--- config.mk ---
export PLATFORM = sky130hd
export DESIGN_NAME = status_led_pattern_generator
export DESIGN_NICKNAME = d
export VERILOG_FILES = /design/src/slpg_pkg.sv /design/src/slpg_phase.sv /design/src/slpg_bright.sv /design/src/slpg_scale.sv /design/src/status_led_pattern_generator.sv
export VERILOG_INCLUDE_DIRS = /design/src /design/src/src
export SDC_FILE = /design/constraint.sdc
export NUM_CORES = 1
export LEC_CHECK = 0
export ABC_AREA = 1
export ABC_CLOCK_PERIOD_IN_PS = 8800
export BUFFER_PORTS_ARGS = -buffer_cell sky130_fd_sc_hd__buf_2
export CAP_MARGIN = 30
export CORE_UTILIZATION = 44
export DETAILED_ROUTE_END_ITERATION = 8
export MAX_ROUTING_LAYER = met4
export SKIP_CTS_REPAIR_TIMING = 1
export SYNTH_ARGS = -nofsm -noshare
export SYNTH_HDL_FRONTEND = slang
export SYNTH_SLANG_ARGS = --single-unit
--- constraint.sdc ---
create_clock -name i_clk -period 8.8 [get_ports i_clk]
set_input_delay 0.44 -clock i_clk [delete_from_list [all_inputs] [get_ports i_clk]]
set_output_delay 0.44 -clock i_clk [all_outputs]
set_load 0.005 [all_outputs]
--- src/status_led_pattern_generator_defines.svh ---
// assertion macros shared by the status led pattern generator modules
`ifndef STATUS_LED_PATTERN_GENERATOR_DEFINES_SVH
`define STATUS_LED_PATTERN_GENERATOR_DEFINES_SVH

// same-cycle implication, checked outside reset
`define SLPG_ASSERT_IMPLIES(label, clk, rst_n, ante, cons, msg) \
    label: assert property (@(posedge clk) disable iff (!rst_n) (ante) |-> (cons)) \
        else $error(msg);

// next-cycle implication, checked outside reset
`define SLPG_ASSERT_NEXT(label, clk, rst_n, ante, cons, msg) \
    label: assert property (@(posedge clk) disable iff (!rst_n) (ante) |=> (cons)) \
        else $error(msg);

`endif

--- src/slpg_pkg.sv ---
// shared types and constants of the status led pattern generator
package slpg_pkg;

    // node status codes, six and seven are unknown
    typedef enum logic [2:0] {
        ST_BOOT       = 3'd0,
        ST_CONNECTING = 3'd1,
        ST_UNADOPTED  = 3'd2,
        ST_ADOPTING   = 3'd3,
        ST_ACTIVE     = 3'd4,
        ST_ERROR      = 3'd5
    } t_node_status;

    localparam int TIME_W   = 32;
    localparam int STATUS_W = 3;
    localparam int PIXEL_W  = 24;

    // fixed brightness levels
    localparam logic [7:0] BR_SOLID = 8'd64;
    localparam logic [7:0] BR_FLASH = 8'd128;
    localparam logic [7:0] BR_FLOOR = 8'd16;

    // reciprocals: floor(y/125) = (y*RECIP125)>>22 for y < 2^15,
    // floor(y/17) = (y*RECIP17)>>16 for y < 2^12
    localparam logic [15:0] RECIP125 = 16'd33555;
    localparam logic [11:0] RECIP17  = 12'd3856;

    // stage 1: folded residue of time/16 mod 125
    typedef struct packed {
        logic [12:0]  sum;
        logic [3:0]   t_lo;
        t_node_status st;
    } t_sum;

    // stage 2: time/16 mod 125
    typedef struct packed {
        logic [6:0]   m;
        logic [3:0]   t_lo;
        t_node_status st;
    } t_mod;

    // stage 3: distance from the ramp edge and led level
    typedef struct packed {
        logic [9:0]   ramp_pos;
        logic         led;
        t_node_status st;
    } t_phase;

    // stage 4: ramp numerator
    typedef struct packed {
        logic [17:0]  numer;
        logic         led;
        t_node_status st;
    } t_level;

    // stage 5: brightness
    typedef struct packed {
        logic [7:0]   br;
        logic         led;
        t_node_status st;
    } t_bright;

endpackage

--- src/slpg_phase.sv ---
// time phase stages: modulo reduction, blink bits and ramp distance
`include "status_led_pattern_generator_defines.svh"
module slpg_phase
    import slpg_pkg::*;
(
    input  logic                i_clk,
    input  logic                i_rst_n,
    input  logic                i_valid,
    output logic                o_ready,
    input  logic [TIME_W-1:0]   i_time_ms,
    input  logic [STATUS_W-1:0] i_node_status,
    output logic                o_valid,
    input  logic                i_ready,
    output t_phase              o_phase
);

    logic   r_v1, r_v2, r_v3;
    t_sum   r_s1, n_s1;
    t_mod   r_s2, n_s2;
    t_phase r_s3, n_s3;
    logic   adv1, adv2, adv3;
    logic   known;

    // stage advance, a stage moves when empty or when the next one moves
    assign adv3    = !r_v3 || i_ready;
    assign adv2    = !r_v2 || adv3;
    assign adv1    = !r_v1 || adv2;
    assign o_ready = adv1;
    assign known   = (i_node_status <= 3'(ST_ERROR));

    always_ff @(posedge i_clk) begin
        if (!i_rst_n) begin
            r_v1 <= 1'b0;
            r_v2 <= 1'b0;
            r_v3 <= 1'b0;
        end else begin
            if (adv1) r_v1 <= i_valid && known;
            if (adv2) r_v2 <= r_v1;
            if (adv3) r_v3 <= r_v2;
        end
    end

    always_ff @(posedge i_clk) begin
        if (adv1 && i_valid) r_s1 <= n_s1;
        if (adv2 && r_v1)    r_s2 <= n_s2;
        if (adv3 && r_v2)    r_s3 <= n_s3;
    end

    // stage 1: fold time/16 in 7-bit chunks, 2^7, 2^14, 2^21 are 3, 9, 27 mod 125
    always_comb begin
        logic [27:0] x;
        x         = i_time_ms[31:4];
        n_s1.sum  = 13'(x[6:0]) + 13'(x[13:7]) * 13'd3
                  + 13'(x[20:14]) * 13'd9 + 13'(x[27:21]) * 13'd27;
        n_s1.t_lo = i_time_ms[3:0];
        n_s1.st   = t_node_status'(i_node_status);
    end

    // stage 2: second fold and final correction
    always_comb begin
        logic [7:0] f;
        f         = 8'(r_s1.sum[6:0]) + 8'(r_s1.sum[12:7]) * 8'd3;
        n_s2.m    = (f >= 8'd125) ? 7'(f - 8'd125) : f[6:0];
        n_s2.t_lo = r_s1.t_lo;
        n_s2.st   = r_s1.st;
    end

    // stage 3: phases within 2000, 1000, 500 and 200 ms
    always_comb begin
        logic [10:0] p2000;
        logic [9:0]  p1000;
        logic [8:0]  p500;
        logic        b500, b250, b100;
        logic [4:0]  r25;
        logic [5:0]  u2;
        logic [4:0]  u;

        p2000 = {r_s2.m, r_s2.t_lo};
        p1000 = (p2000 >= 11'd1000) ? 10'(p2000 - 11'd1000) : p2000[9:0];
        b500  = (p1000 >= 10'd500);
        p500  = b500 ? 9'(p1000 - 10'd500) : p1000[8:0];
        b250  = (p500 >= 9'd250);

        // time/8 mod 25 from the mod 125 residue and bit 3
        if (r_s2.m >= 7'd100)     r25 = 5'(r_s2.m - 7'd100);
        else if (r_s2.m >= 7'd75) r25 = 5'(r_s2.m - 7'd75);
        else if (r_s2.m >= 7'd50) r25 = 5'(r_s2.m - 7'd50);
        else if (r_s2.m >= 7'd25) r25 = 5'(r_s2.m - 7'd25);
        else                      r25 = r_s2.m[4:0];
        u2   = {r25, r_s2.t_lo[3]};
        u    = (u2 >= 6'd25) ? 5'(u2 - 6'd25) : u2[4:0];
        b100 = ({u, r_s2.t_lo[2:0]} >= 8'd100);

        // distance from the nearest ramp floor
        if (r_s2.st == ST_ERROR) begin
            n_s3.ramp_pos = (p2000 < 11'd1000) ? p2000[9:0] : 10'(11'd2000 - p2000);
        end else begin
            n_s3.ramp_pos = (p1000 < 10'd500) ? p1000 : 10'(10'd1000 - p1000);
        end

        case (r_s2.st)
            ST_CONNECTING, ST_UNADOPTED: n_s3.led = b250;
            ST_ADOPTING:                 n_s3.led = b100;
            ST_ERROR:                    n_s3.led = b500;
            default:                     n_s3.led = 1'b1;
        endcase
        n_s3.st = r_s2.st;
    end

    assign o_valid = r_v3;
    assign o_phase = r_s3;

    `SLPG_ASSERT_IMPLIES(a_mod_range, i_clk, i_rst_n, r_v2, r_s2.m < 7'd125, "residue out of range")
    `SLPG_ASSERT_IMPLIES(a_ramp_range, i_clk, i_rst_n, r_v3 && r_s3.st != ST_ERROR, r_s3.ramp_pos <= 10'd500, "ramp distance too large")

endmodule

--- src/slpg_bright.sv ---
// brightness stages: ramp multiply and reciprocal divide
`include "status_led_pattern_generator_defines.svh"
module slpg_bright
    import slpg_pkg::*;
(
    input  logic    i_clk,
    input  logic    i_rst_n,
    input  logic    i_valid,
    output logic    o_ready,
    input  t_phase  i_phase,
    output logic    o_valid,
    input  logic    i_ready,
    output t_bright o_bright
);

    logic    r_v4, r_v5;
    t_level  r_s4, n_s4;
    t_bright r_s5, n_s5;
    logic    adv4, adv5;

    // stage advance
    assign adv5    = !r_v5 || i_ready;
    assign adv4    = !r_v4 || adv5;
    assign o_ready = adv4;

    always_ff @(posedge i_clk) begin
        if (!i_rst_n) begin
            r_v4 <= 1'b0;
            r_v5 <= 1'b0;
        end else begin
            if (adv4) r_v4 <= i_valid;
            if (adv5) r_v5 <= r_v4;
        end
    end

    always_ff @(posedge i_clk) begin
        if (adv4 && i_valid) r_s4 <= n_s4;
        if (adv5 && r_v4)    r_s5 <= n_s5;
    end

    // stage 4: distance times peak, 255 or 127 by shift and subtract
    always_comb begin
        if (i_phase.st == ST_ERROR) begin
            n_s4.numer = {i_phase.ramp_pos, 8'd0} - 18'(i_phase.ramp_pos);
        end else begin
            n_s4.numer = 18'({i_phase.ramp_pos, 7'd0}) - 18'(i_phase.ramp_pos);
        end
        n_s4.led = i_phase.led;
        n_s4.st  = i_phase.st;
    end

    // stage 5: divide by 1000 or 500 as shift then divide by 125
    always_comb begin
        logic [14:0] y;
        logic [30:0] prod;
        logic [7:0]  q;

        y    = (r_s4.st == ST_ERROR) ? r_s4.numer[17:3] : r_s4.numer[16:2];
        prod = 31'(y) * 31'(RECIP125);
        q    = prod[29:22];

        case (r_s4.st)
            ST_CONNECTING, ST_UNADOPTED: n_s5.br = q + BR_FLOOR;
            ST_ADOPTING:                 n_s5.br = BR_FLASH;
            ST_ERROR:                    n_s5.br = q;
            default:                     n_s5.br = BR_SOLID;
        endcase
        n_s5.led = r_s4.led;
        n_s5.st  = r_s4.st;
    end

    assign o_valid  = r_v5;
    assign o_bright = r_s5;

    `SLPG_ASSERT_IMPLIES(a_pulse_span, i_clk, i_rst_n, r_v5 && (r_s5.st == ST_CONNECTING || r_s5.st == ST_UNADOPTED), r_s5.br >= 8'd16 && r_s5.br <= 8'd143, "pulse brightness out of span")
    `SLPG_ASSERT_NEXT(a_stall_hold, i_clk, i_rst_n, r_v5 && !i_ready, r_v5 && $stable(r_s5), "stalled brightness changed")

endmodule

--- src/slpg_scale.sv ---
// channel scaling stage and output register
module slpg_scale
    import slpg_pkg::*;
(
    input  logic               i_clk,
    input  logic               i_rst_n,
    input  logic               i_valid,
    output logic               o_ready,
    input  t_bright            i_bright,
    output logic               o_valid,
    input  logic               i_ready,
    output logic [PIXEL_W-1:0] o_pixel_grb,
    output logic               o_led_level
);

    logic               r_v;
    logic [PIXEL_W-1:0] r_pixel, n_pixel;
    logic               r_led;
    logic               adv;

    assign adv     = !r_v || i_ready;
    assign o_ready = adv;

    always_ff @(posedge i_clk) begin
        if (!i_rst_n) begin
            r_v <= 1'b0;
        end else if (adv) begin
            r_v <= i_valid;
        end
    end

    always_ff @(posedge i_clk) begin
        if (adv && i_valid) begin
            r_pixel <= n_pixel;
            r_led   <= i_bright.led;
        end
    end

    // full channel gives br, channel 165 gives 165*br/255 = 11*br/17
    always_comb begin
        logic [11:0] y;
        logic [23:0] prod;
        logic [7:0]  full, part;

        full = i_bright.br;
        y    = {1'b0, full, 3'd0} + {3'd0, full, 1'b0} + {4'd0, full};
        prod = 24'(y) * 24'(RECIP17);
        part = prod[23:16];

        case (i_bright.st)
            ST_BOOT:       n_pixel = {8'd0, 8'd0, full};
            ST_CONNECTING: n_pixel = {full, full, 8'd0};
            ST_UNADOPTED:  n_pixel = {part, full, 8'd0};
            ST_ADOPTING:   n_pixel = i_bright.led ? {full, full, full} : '0;
            ST_ACTIVE:     n_pixel = {full, 8'd0, 8'd0};
            ST_ERROR:      n_pixel = {8'd0, full, 8'd0};
            default:       n_pixel = '0;
        endcase
    end

    assign o_valid     = r_v;
    assign o_pixel_grb = r_pixel;
    assign o_led_level = r_led;

endmodule

--- src/status_led_pattern_generator.sv ---
// Status LED pattern generator.
// Input channel: i_valid / o_ready with i_time_ms (ms since boot, wrapping)
// and i_node_status (0 boot, 1 connecting, 2 unadopted, 3 adopting,
// 4 active, 5 error). Codes 6 and 7 are accepted and dropped: no result.
// Output channel: o_valid / i_ready with o_pixel_grb (green 23:16, red 15:8,
// blue 7:0) and o_led_level.
// Throughput: one transaction per cycle while the receiver holds i_ready high,
// set by six register stages (two modulo folds, phase, ramp multiply,
// divide, channel scale), each holding one item.
// Every stage stalls only when it holds an item and the next stage stalls,
// so while the receiver holds i_ready low the block keeps taking items until
// all six stages are full; nothing is lost or repeated.
// Reset (i_rst_n low at a clock edge) empties every stage; there is no other
// state and no startup pass.
module status_led_pattern_generator
    import slpg_pkg::*;
(
    input  logic                i_clk,
    input  logic                i_rst_n,
    input  logic                i_valid,
    output logic                o_ready,
    input  logic [TIME_W-1:0]   i_time_ms,
    input  logic [STATUS_W-1:0] i_node_status,
    output logic                o_valid,
    input  logic                i_ready,
    output logic [PIXEL_W-1:0]  o_pixel_grb,
    output logic                o_led_level
);

    logic    ph_valid, ph_ready;
    t_phase  ph_data;
    logic    br_valid, br_ready;
    t_bright br_data;

    // time phase and ramp distance
    slpg_phase u_phase (
        .i_clk         (i_clk),
        .i_rst_n       (i_rst_n),
        .i_valid       (i_valid),
        .o_ready       (o_ready),
        .i_time_ms     (i_time_ms),
        .i_node_status (i_node_status),
        .o_valid       (ph_valid),
        .i_ready       (ph_ready),
        .o_phase       (ph_data)
    );

    // brightness
    slpg_bright u_bright (
        .i_clk    (i_clk),
        .i_rst_n  (i_rst_n),
        .i_valid  (ph_valid),
        .o_ready  (ph_ready),
        .i_phase  (ph_data),
        .o_valid  (br_valid),
        .i_ready  (br_ready),
        .o_bright (br_data)
    );

    // color scaling and output register
    slpg_scale u_scale (
        .i_clk       (i_clk),
        .i_rst_n     (i_rst_n),
        .i_valid     (br_valid),
        .o_ready     (br_ready),
        .i_bright    (br_data),
        .o_valid     (o_valid),
        .i_ready     (i_ready),
        .o_pixel_grb (o_pixel_grb),
        .o_led_level (o_led_level)
    );

endmodule
; ---- Word-level counts from Yosys, hierarchy flattened
; Index checks and enable logic that the tools add are counted.
[classes]
n_addsub = 19
n_mul = 6
div = 0
order_cmp = 13
eq_ne = 14
shifts = 0
muxes = 17
bitwise_logic = 0
n_reduce_logical = 22
[ops]
columns = op, n
row1 = one-hot mux 24 bit (6 select lines), 1
row2 = 2-to-1 mux 10 bit, 4
row3 = "multiplier 15 x 16 -> 30 bit, second input constant", 1
row4 = 2-to-1 mux 5 bit, 5
row5 = 2-to-1 mux 24 bit, 1
row6 = one-hot mux 8 bit (3 select lines), 1
row7 = "multiplier 12 x 8 -> 20 bit, second input constant", 1
row8 = "subtractor 10 bit, first input constant", 2
row9 = "== test 3 x 2 -> 1 bit, second input constant", 6
row10 = 2-to-1 mux 18 bit, 1
row11 = subtractor 17 x 10 -> 18 bit, 1
row12 = subtractor 18 x 10 -> 18 bit, 1
row13 = ">= comparator 8 x 7 -> 1 bit, second input constant", 2
row14 = "== test 3 bit, second input constant", 5
row15 = 2-to-1 mux 15 bit, 1
row16 = "subtractor 5 bit, second input constant", 3
row17 = ">= comparator 7 bit, second input constant", 2
row18 = adder 13 x 11 -> 13 bit, 1
row19 = adder 13 x 12 -> 13 bit, 1
row20 = adder 11 x 9 -> 12 bit, 1
row21 = adder 12 x 8 -> 12 bit, 1
row22 = "multiplier 7 x 5 -> 12 bit, second input constant", 1
row23 = ">= comparator 11 x 10 -> 1 bit, second input constant", 1
row24 = "less-than comparator 11 x 10 -> 1 bit, second input constant", 1
row25 = other kinds (27), 46
[word_totals]
regBits = 113
latchBits = 0
ramBits = 0
mem_bits_ro = 0
input_bits = 39
out_inout_bits = 27
wordCells = 114
memories = 0

; ---- Longest topological paths before layout
; Gate-level depths: netlist of the first run.
[logic_depth]
ltp_word = 9
depth_mapped = 31
depth_no_buf = 31

; ---- Modules after synthesis
; From an unflattened synthesis of the first run, not the netlist that was laid out.
[unflattened]
hier_cells = 1754
area_unflattened_um2 = 14412.6
[modules_own_cells]
columns = module, instances, cells_per_inst, area_per_inst_um2, seq_area_each_um2
row1 = slpg_phase, 1, 670, 5756.8, 1501.4
row2 = slpg_bright, 1, 677, 5288.8, 1001.0
row3 = slpg_scale, 1, 407, 3367.0, 770.7

; ---- Least setup slack after synthesis of the first run
; Ideal clock, no wire load.
[synth_path]
path_type = register to register
startpoint = register u_bright.r_s5 (netlist bit u_bright.o_bright[5])
endpoint = register u_scale.r_pixel[23] (netlist: u_scale.o_pixel_grb[23]), data pin
setup_ns = 0.263
t_arrival_ns = 5.505
required_time_ns = 8.537
slack_ns = 3.032
stages_incl_launch_ff = 23
n_path_buf = 1
period_less_slack_ns = 5.768
path_cell_list = edfxtp_1 > fa_1 > ha_1 > a21oi_1 > o21ai_0 > a21oi_1 > or2_2 > clkbuf_1 > nor2_1 > a211oi_1 > xor2_1 > fa_1 > fa_1 > inv_1 > ha_1 > ha_1 > ha_1 > nand2_1 > nor3_1 > a221oi_1 > nand2_1 > o21ai_0 > o21ai_0
[synth_via]
elab_chain_len = 4
[synth_rtl]
columns = element, line
row1 = start: declaration, slpg_bright.sv:18  ; t_bright r_s5, n_s5;
row2 = start signal: assignment, slpg_bright.sv:38  ; if (adv5 && r_v4) r_s5 <= n_s5;
row3 = adder 11 x 9 -> 12 bit, slpg_scale.sv:46  ; y = {1'b0, full, 3'd0} + {3'd0, full, 1'b0} + {4'd0, full};
row4 = adder 12 x 8 -> 12 bit (*), slpg_scale.sv:46
row5 = multiplier 12 x 8 -> 20 bit (*), slpg_scale.sv:47  ; prod = 24'(y) * 24'(RECIP17);
row6 = one-hot mux 24 bit (6 select lines) (*), slpg_scale.sv:50  ; case (i_bright.st)
row7 = net u_scale.n_pixel[23], slpg_scale.sv:17  ; logic [PIXEL_W-1:0] r_pixel, n_pixel;
row8 = end signal: assignment, slpg_scale.sv:34  ; r_pixel <= n_pixel;
row9 = end: declaration, slpg_scale.sv:17
; The timed path passes the listed nets; every way through them passes the cells marked *.
; A chain may end at the register's enable or synchronous reset.

==> results of run 1 <==
-- metal layers --
metal	vias to the layer above	track usage [%]
li1	5352	-
met1	4879	23.31
met2	100	33.94
met3	29	1.908
met4	0	4.132
met5	-	-
-- logic make-up after synthesis --
family          count (synthesis)  share of synthesized area (%)
simple gates                  532                          17.18
fa+ha+maj                     349                          37.02
buf+inv                       339                          9.508
compound gates                216                          8.719
flops                         111                          23.71
xor+xnor                       60                          3.861
-- final cells by class --
class,instances,area (sq um)
Fill cell,3029,15830
Timing Repair Buffer,71,387.9
Inverter,326,1226
Sequential cell,111,3273
Multi-Input combinational cell,1157,9221
Clock inverter,5,42.54
Tap cell,396,495.5
Clock buffer,11,275.3
-- worst max-delay path, stage by stage (launching register included) --
cell,delay [ns]
edfxtp_1,0.45
nand3_2,0.36
inv_1,0.24
o21ai_0,0.69
ha_1,0.32
ha_1,0.24
ha_1,0.29
inv_1,0.06
fa_1,0.53
inv_1,0.05
fa_1,0.52
inv_1,0.05
fa_1,0.52
inv_1,0.04
ha_1,0.34
nand2_1,0.08
nand2_1,0.07
a21oi_1,0.17
o21ai_0,0.10
nand3_1,0.08
nand3_1,0.15
xor2_1,0.35
ha_1,0.25
nand2_1,0.06
nand2_1,0.06
o211ai_1,0.09
-- placed cells by master (no fill, tap or decap), drive strengths merged, types with 17 or more instances in the layout --
cell,n
a21oi,82
o21ai,86
nor2,114
nand3,73
edfxtp,105
fa,99
ha,250
buf,71
xor2,43
nand2,309
inv,329
xnor2,17
-- power by group through the flow --
| stage | logic, mW | registers, mW | clock network [mW] |
|---|---|---|---|
| after floorplan | 2.26 | 0.806 | 0 |
| after global placement | 2.73 | 0.854 | 0 |
| after detailed placement | 2.77 | 0.853 | 0 |
| after CTS | 2.79 | 0.843 | 0.442 |
| after global routing | 3.21 | 0.855 | 0.459 |
| final | 2.78 | 0.843 | 0.431 |
-- stage by stage --
| step | power, mW | util, % | cell area [sq um] | setup WS [ns] |
|---|---|---|---|---|
| 2_1_floorplan | 3.064 | - | 13800 | 3.032 |
| 3_3_place_gp | 3.583 | 47.36 | 14560 | 2.456 |
| 3_5_place_dp | 3.620 | 47.49 | 14600 | 2.353 |
| 4_1_cts | 4.076 | 48.53 | 14920 | 2.329 |
| 5_1_grt | 4.519 | 48.53 | 14920 | 1.777 |
| 6_report | 4.052 | 48.53 | 14920 | 2.371 |
-- state kept, by name, indices dropped and copies added (netlist names) --
register             flops
u_phase.o_phase         14
u_bright.r_v4            1
u_phase.r_s2            11
u_bright.r_s4           16
u_phase.r_s1            13
u_phase.n_s2             7
u_scale.o_valid          1
u_scale.o_pixel_grb     24
u_bright.o_valid         1
u_phase.r_v2             1
u_bright.n_s5            4
u_phase.o_valid          1
u_phase.n_s3             3
u_scale.o_led_level      1
u_phase.r_v1             1
u_bright.o_bright       12
-- path summary, 6_finish.rpt --
path                                endpoint  cells past startpoint
max reg2reg  u_bright.o_bright[10]$_DFFE_PP_                     25
max          u_bright.o_bright[10]$_DFFE_PP_                     25
min reg2reg        u_phase.r_s2[3]$_DFFE_PP_                      0
min                u_phase.n_s2[3]$_DFFE_PP_                      1
==> summary.md, run 1 <==
| Metric | Value |
|---|---|
| Max FO, Critical Path | 26 |
| Placement Rows | between 60 and 70 |
| Number of synthesized flops with an enable pin | ~110 |
| Worst skew pair latency | 0.36 ns |
| Clock root cell | clkbuf_16 |
| Post-Syn Nets | ~2,000 |
| Clock Sinks | 111 |
| Dpl hpwl | 23,790 microns |
| Top-area cell type share of the netlist area | 22.84% |
| Worst Clk Skew | 0.008267 ns |
| DR top layer | met4 |
| Layout cells sized above 1 | under 10% |
| Cell taking the most area after synthesis | edfxtp_1 |
| Max_cap viols | 0 |
| Max VDD drop | 0.0001809 V |
| Min-delay src | i_time_ms[0] |
| Initial core utilization | 44.89% |
| Core area | 30,750 sq um |
| Syn_area_per_cell | roughly 8.6 sq um |
| Internal power | 2.041 mW |
| Pwr/cell area | between 200 and 300 nW/um^2 |
| Top cells by area, synth | edfxtp_1, ha_1, fa_1 |
| Via count | 10,360 |
| Die span in x | around 180 microns |
| CP required | roughly 8.9 ns |
| Combinational Power Share | 68.6% |
| Routed Antenna Nets | 0 |
| Clock-pin slew on the worst setup and hold paths | around 0.08 ns |
| Critical path class | register to register |
| CTS tree | done |
| Nature of the critical path startpoint | register |
| Seq/Total Area, Yosys | 23.71% |
| Minimum clock period | ~6.4 ns |
| Post-synthesis async set-or-reset flop share | 0% |
| Dpl cells | 2,061 |
| Worst slew pin tran | 0.9399 ns |
| DRT Pass-1 Iters | 6 |
| Worst Setup SP | u_bright.n_s5[2]$_DFFE_PP_ |
| Pin count of the biggest net entering global routing | 27 |
| P_sw | a little over 2 mW |
| Unrepaired setup endpoints after global routing | no |
| Drt via density | roughly 5.0 |
| Cell Area, Synth | 13,800 sq um |
| Port buffer count | 65 |
| Syn Inst Count | 1,607 |
| Drt wl/cell | about 13 microns |
| DIE AREA | 32,090 sq um |
| Area Overhead vs Synth | 8.094% |
| CP endpoint kind | register |
| Die Y | 179.1 microns |
| TNS Setup | 0 ns |
| Pins Over Slew Limit | 0 |
| Num CTS Buffers | 9 |
| Yosys warnings | 0 |
| Status | complete, no violations |
| Nets | 2,064 |
| Clock tree buffer depth | 2 |
| Unique cell type count in the Yosys netlist | 51 |
| Seq cells post-synth | 111 |
| Lkg Pwr | 7.636 nW |
| Flop pwr share | 20.8% |
| Fmax | around 0.16 GHz |
| Switch share | around half |
| Routed WL | 28,000 microns |
| Initial antenna violation count | 0 |
| Vias in the first global route | 10,440 |
| Final hold viol count | 0 |
| Final std cells w/o fill | a little over 2,000 |
| Headroom to the max-slew limit | 36.86% |
| Power share of the clock group | around a tenth |
| Total track usage | 19.09% |
| Arrival @ worst endpoint | 6.52 ns |
| Period Utilization, post-route | 73.06% |
| Congestion Overflow GR | 0 |
| R2R Path Start | u_bright.n_s5[2]$_DFFE_PP_ |
| Routed met3 length | about 490 microns |
| First-pass GRT wire length | 47,750 microns |
| Antenna cells | 0 |
| Worst min path class | input pin to register |
| Count leader, synth | inv_1 |
| # setup viols final | 0 |
| Worst hold slack | 0.2469 ns |
| R2R Setup Slk | 2.37 ns |
| Main synth FF type | edfxtp_1 |
| DR DRC count | 0 |
| I/O pin count | 66 |
| Wire length on met1 | 12,860 microns |
| Met2 Wirelength | between 10,000 and 15,000 microns |
| Htree depth | 3 |
| Violation count after the first detailed-routing iteration | between 400 and 500 |
| GP Congestion | 0.8569 |
| Post-synth top cells | inv_1, nand2_1, ha_1 |
No activity file was read; power rests on OpenSTA's default activity.
==> inputs of run 2 (changes only) <==
--- a/config.mk
+++ b/config.mk
@@ -7,7 +7,7 @@
 export NUM_CORES = 1
 export LEC_CHECK = 0
 export ABC_AREA = 1
-export ABC_CLOCK_PERIOD_IN_PS = 8800
+export ABC_CLOCK_PERIOD_IN_PS = 6600
 export BUFFER_PORTS_ARGS = -buffer_cell sky130_fd_sc_hd__buf_2
 export CAP_MARGIN = 30
 export CORE_UTILIZATION = 44
==> constraint.sdc (replaced) <==
create_clock -name i_clk -period 6.6 [get_ports i_clk]
set_input_delay 0.33 -clock i_clk [delete_from_list [all_inputs] [get_ports i_clk]]
set_output_delay 0.33 -clock i_clk [all_outputs]
set_load 0.005 [all_outputs]
==> summary.md, run 2 (same netlist as run 1, synthesis figures left out) <==
| Metric | Value |
|---|---|
| Area Overhead vs Synth | 8.865% |
| Flop pwr share | 20.7% |
| Switch share | roughly half |
| TNS Setup | 0 ns |
| Pins Over Slew Limit | 0 |
| Clock root cell | clkbuf_16 |
| Clock Sinks | 111 |
| Status | complete, no violations |
| Drt wl/cell | 13.60 microns |
| Clock-pin slew on the worst setup and hold paths | 0.09 ns |
| Period Utilization, post-route | 92.27% |
| Unrepaired setup endpoints after global routing | no |
| Filler cells | a little over 3,000 |
| CP required | 6.71 ns |
| Most common cell after layout, fill and taps aside | inv_1 |
| R2R Path Start | u_bright.o_bright[7]$_DFFE_PP_ |
| Max FFs per register | 24 |
| Worst path slowest cell | fa_1 |
| Drt via density | 4.974 |
| Max VDD drop | 0.0002552 V |
| Via count | 10,406 |
| Max_cap viols | 0 |
| Pwr/cell area | 360.6 nW/um^2 |
| Final hold viol count | 0 |
| Antenna cells | 0 |
| Final Power | 5.418 mW |
| Critical path class | register to register |
| Worst Clk Skew | 0.01566 ns |
| Vias in the first global route | 10,559 |
| Htree depth | 3 |
| Pin count of the biggest net entering global routing | 24 |
| Violation count after the first detailed-routing iteration | 506 |
| Die Y | 179.1 microns |
| Worst min path class | input pin to register |
| DIE AREA | approximately 32,000 sq um |
| Core area | 30,750 sq um |
| Lkg Pwr | 7.696 nW |
| Routed WL | 28,450 microns |
| Worst skew pair latency | 0.37 ns |
| # setup viols final | 0 |
| Internal power | 2.690 mW |
| Nature of the critical path startpoint | register |
| Worst slew pin tran | 0.8704 ns |
| GP Congestion | 0.8757 |
| Initial core utilization | between 40% and 50% |
| Combinational Power Share | between 60 and 70% |
| Arrival @ worst endpoint | 6.20 ns |
| Die span in x | 179.1 microns |
| Nets | 2,079 |
| Port buffer count | 65 |
| Min-delay src | i_time_ms[1] |
| DRT Pass-1 Iters | 5 |
| Power share of the clock group | 10.5% |
| Initial antenna violation count | 0 |
| Clock tree buffer depth | 2 |
| DR DRC count | 0 |
| Cell mode on critical path | nand2_1 |
| Dpl hpwl | 24,140 microns |
| Crit path largest cell delay | ~0.5 ns |
| First-pass GRT wire length | 49,300 microns |
| Max FO, Critical Path | 5 |
| I/O pin count | 66 |
| Num CTS Buffers | 9 |
| Worst Setup SP | u_bright.o_bright[7]$_DFFE_PP_ |
| Minimum clock period | 6.090 ns |
| Layout cells sized above 1 | 9.552% |
| Total track usage | 19.68% |
| Congestion Overflow GR | 0 |
| Most frequent cells in the layout | inv_1, nand2_1, ha_1 |
| CP endpoint kind | register |
| Placement Rows | 64 |
| Routed Antenna Nets | 0 |
| P_sw | between 2 and 3 mW |
| Fmax | 0.1642 GHz |
| CTS tree | done |
| Headroom to the max-slew limit | 41.53% |
[run 2: cell types whose count changed in the layout (fill, tap and decap cells not counted), moves of 2 or more]
cell       before  now
clkinv_8        0    2
buf_4           4   20
inv_6           0    2
clkbuf_16      11    9
o21ai_1         7    9
o21ai_0        77   75
[run 2: final cells by class]
class                           instances  area [sq um]  area share [%]
Tap cell                              396         495.5           3.297
Timing Repair Buffer                   86         490.5           3.264
Sequential cell                       111          3273           21.78
Multi-Input combinational cell       1157          9229           61.41
Inverter                              326          1226           8.159
Clock inverter                          7         88.84          0.5911
Clock buffer                            9         225.2           1.499
[run 2: per-stage QoR]
step                setup slack, ns  hold slack [ns]  instance area, sq um  util [%]  cells
floorplan                    0.8322           0.4003                 13800         -   1607
global placement             0.4874           0.4014                 14650     47.63   2069
detailed placement           0.3260           0.4045                 14670     47.71   2071
CTS                          0.3060           0.1219                 14980     48.73   2087
global route                0.01953           0.1169                 15030     48.87   2092
finish                       0.5103           0.1290                 15030     48.87   2092
[run 2: critical path: cells and delay by family, from the launching register on]
family,cells,cell delay (ns)
xor gates and xnor gates,1,0.20
adders and majority gates,7,2.85
buffers and inverters,5,0.46
and+or+nand+nor,15,1.50
DFF,1,0.48
AOI/OAI and AO/OA,2,0.34
[run 2: worst paths after layout]
check,endpoint,slack [ns],depth (start not counted)
setup / recovery,u_scale.o_pixel_grb[20]$_DFFE_PP_,0.51,30
hold / removal,u_phase.n_s2[4]$_DFFE_PP_,0.13,1
setup reg to reg,u_scale.o_pixel_grb[20]$_DFFE_PP_,0.51,30
hold reg to reg,u_phase.r_s2[4]$_DFFE_PP_,0.43,0
[run 2: per-layer routing]
metal | vias to the layer above | GRT usage [%] | wire, microns
met1 | 4876 | 24.65 | 13270
met3 | 33 | 1.951 | 503
met2 | 103 | 34.11 | 14150
met4 | 0 | 4.622 | 529
li1 | 5394 | - | -
met5 | - | - | 0
[run 2: power by group through the flow]
stage / clock, mW / combinational [mW] / sequential (mW)
floorplan: 0 / 3.01 / 1.08
global placement: 0 / 3.65 / 1.14
detailed placement: 0 / 3.69 / 1.14
CTS: 0.586 / 3.73 / 1.12
global route: 0.610 / 4.34 / 1.14
finish: 0.570 / 3.72 / 1.12
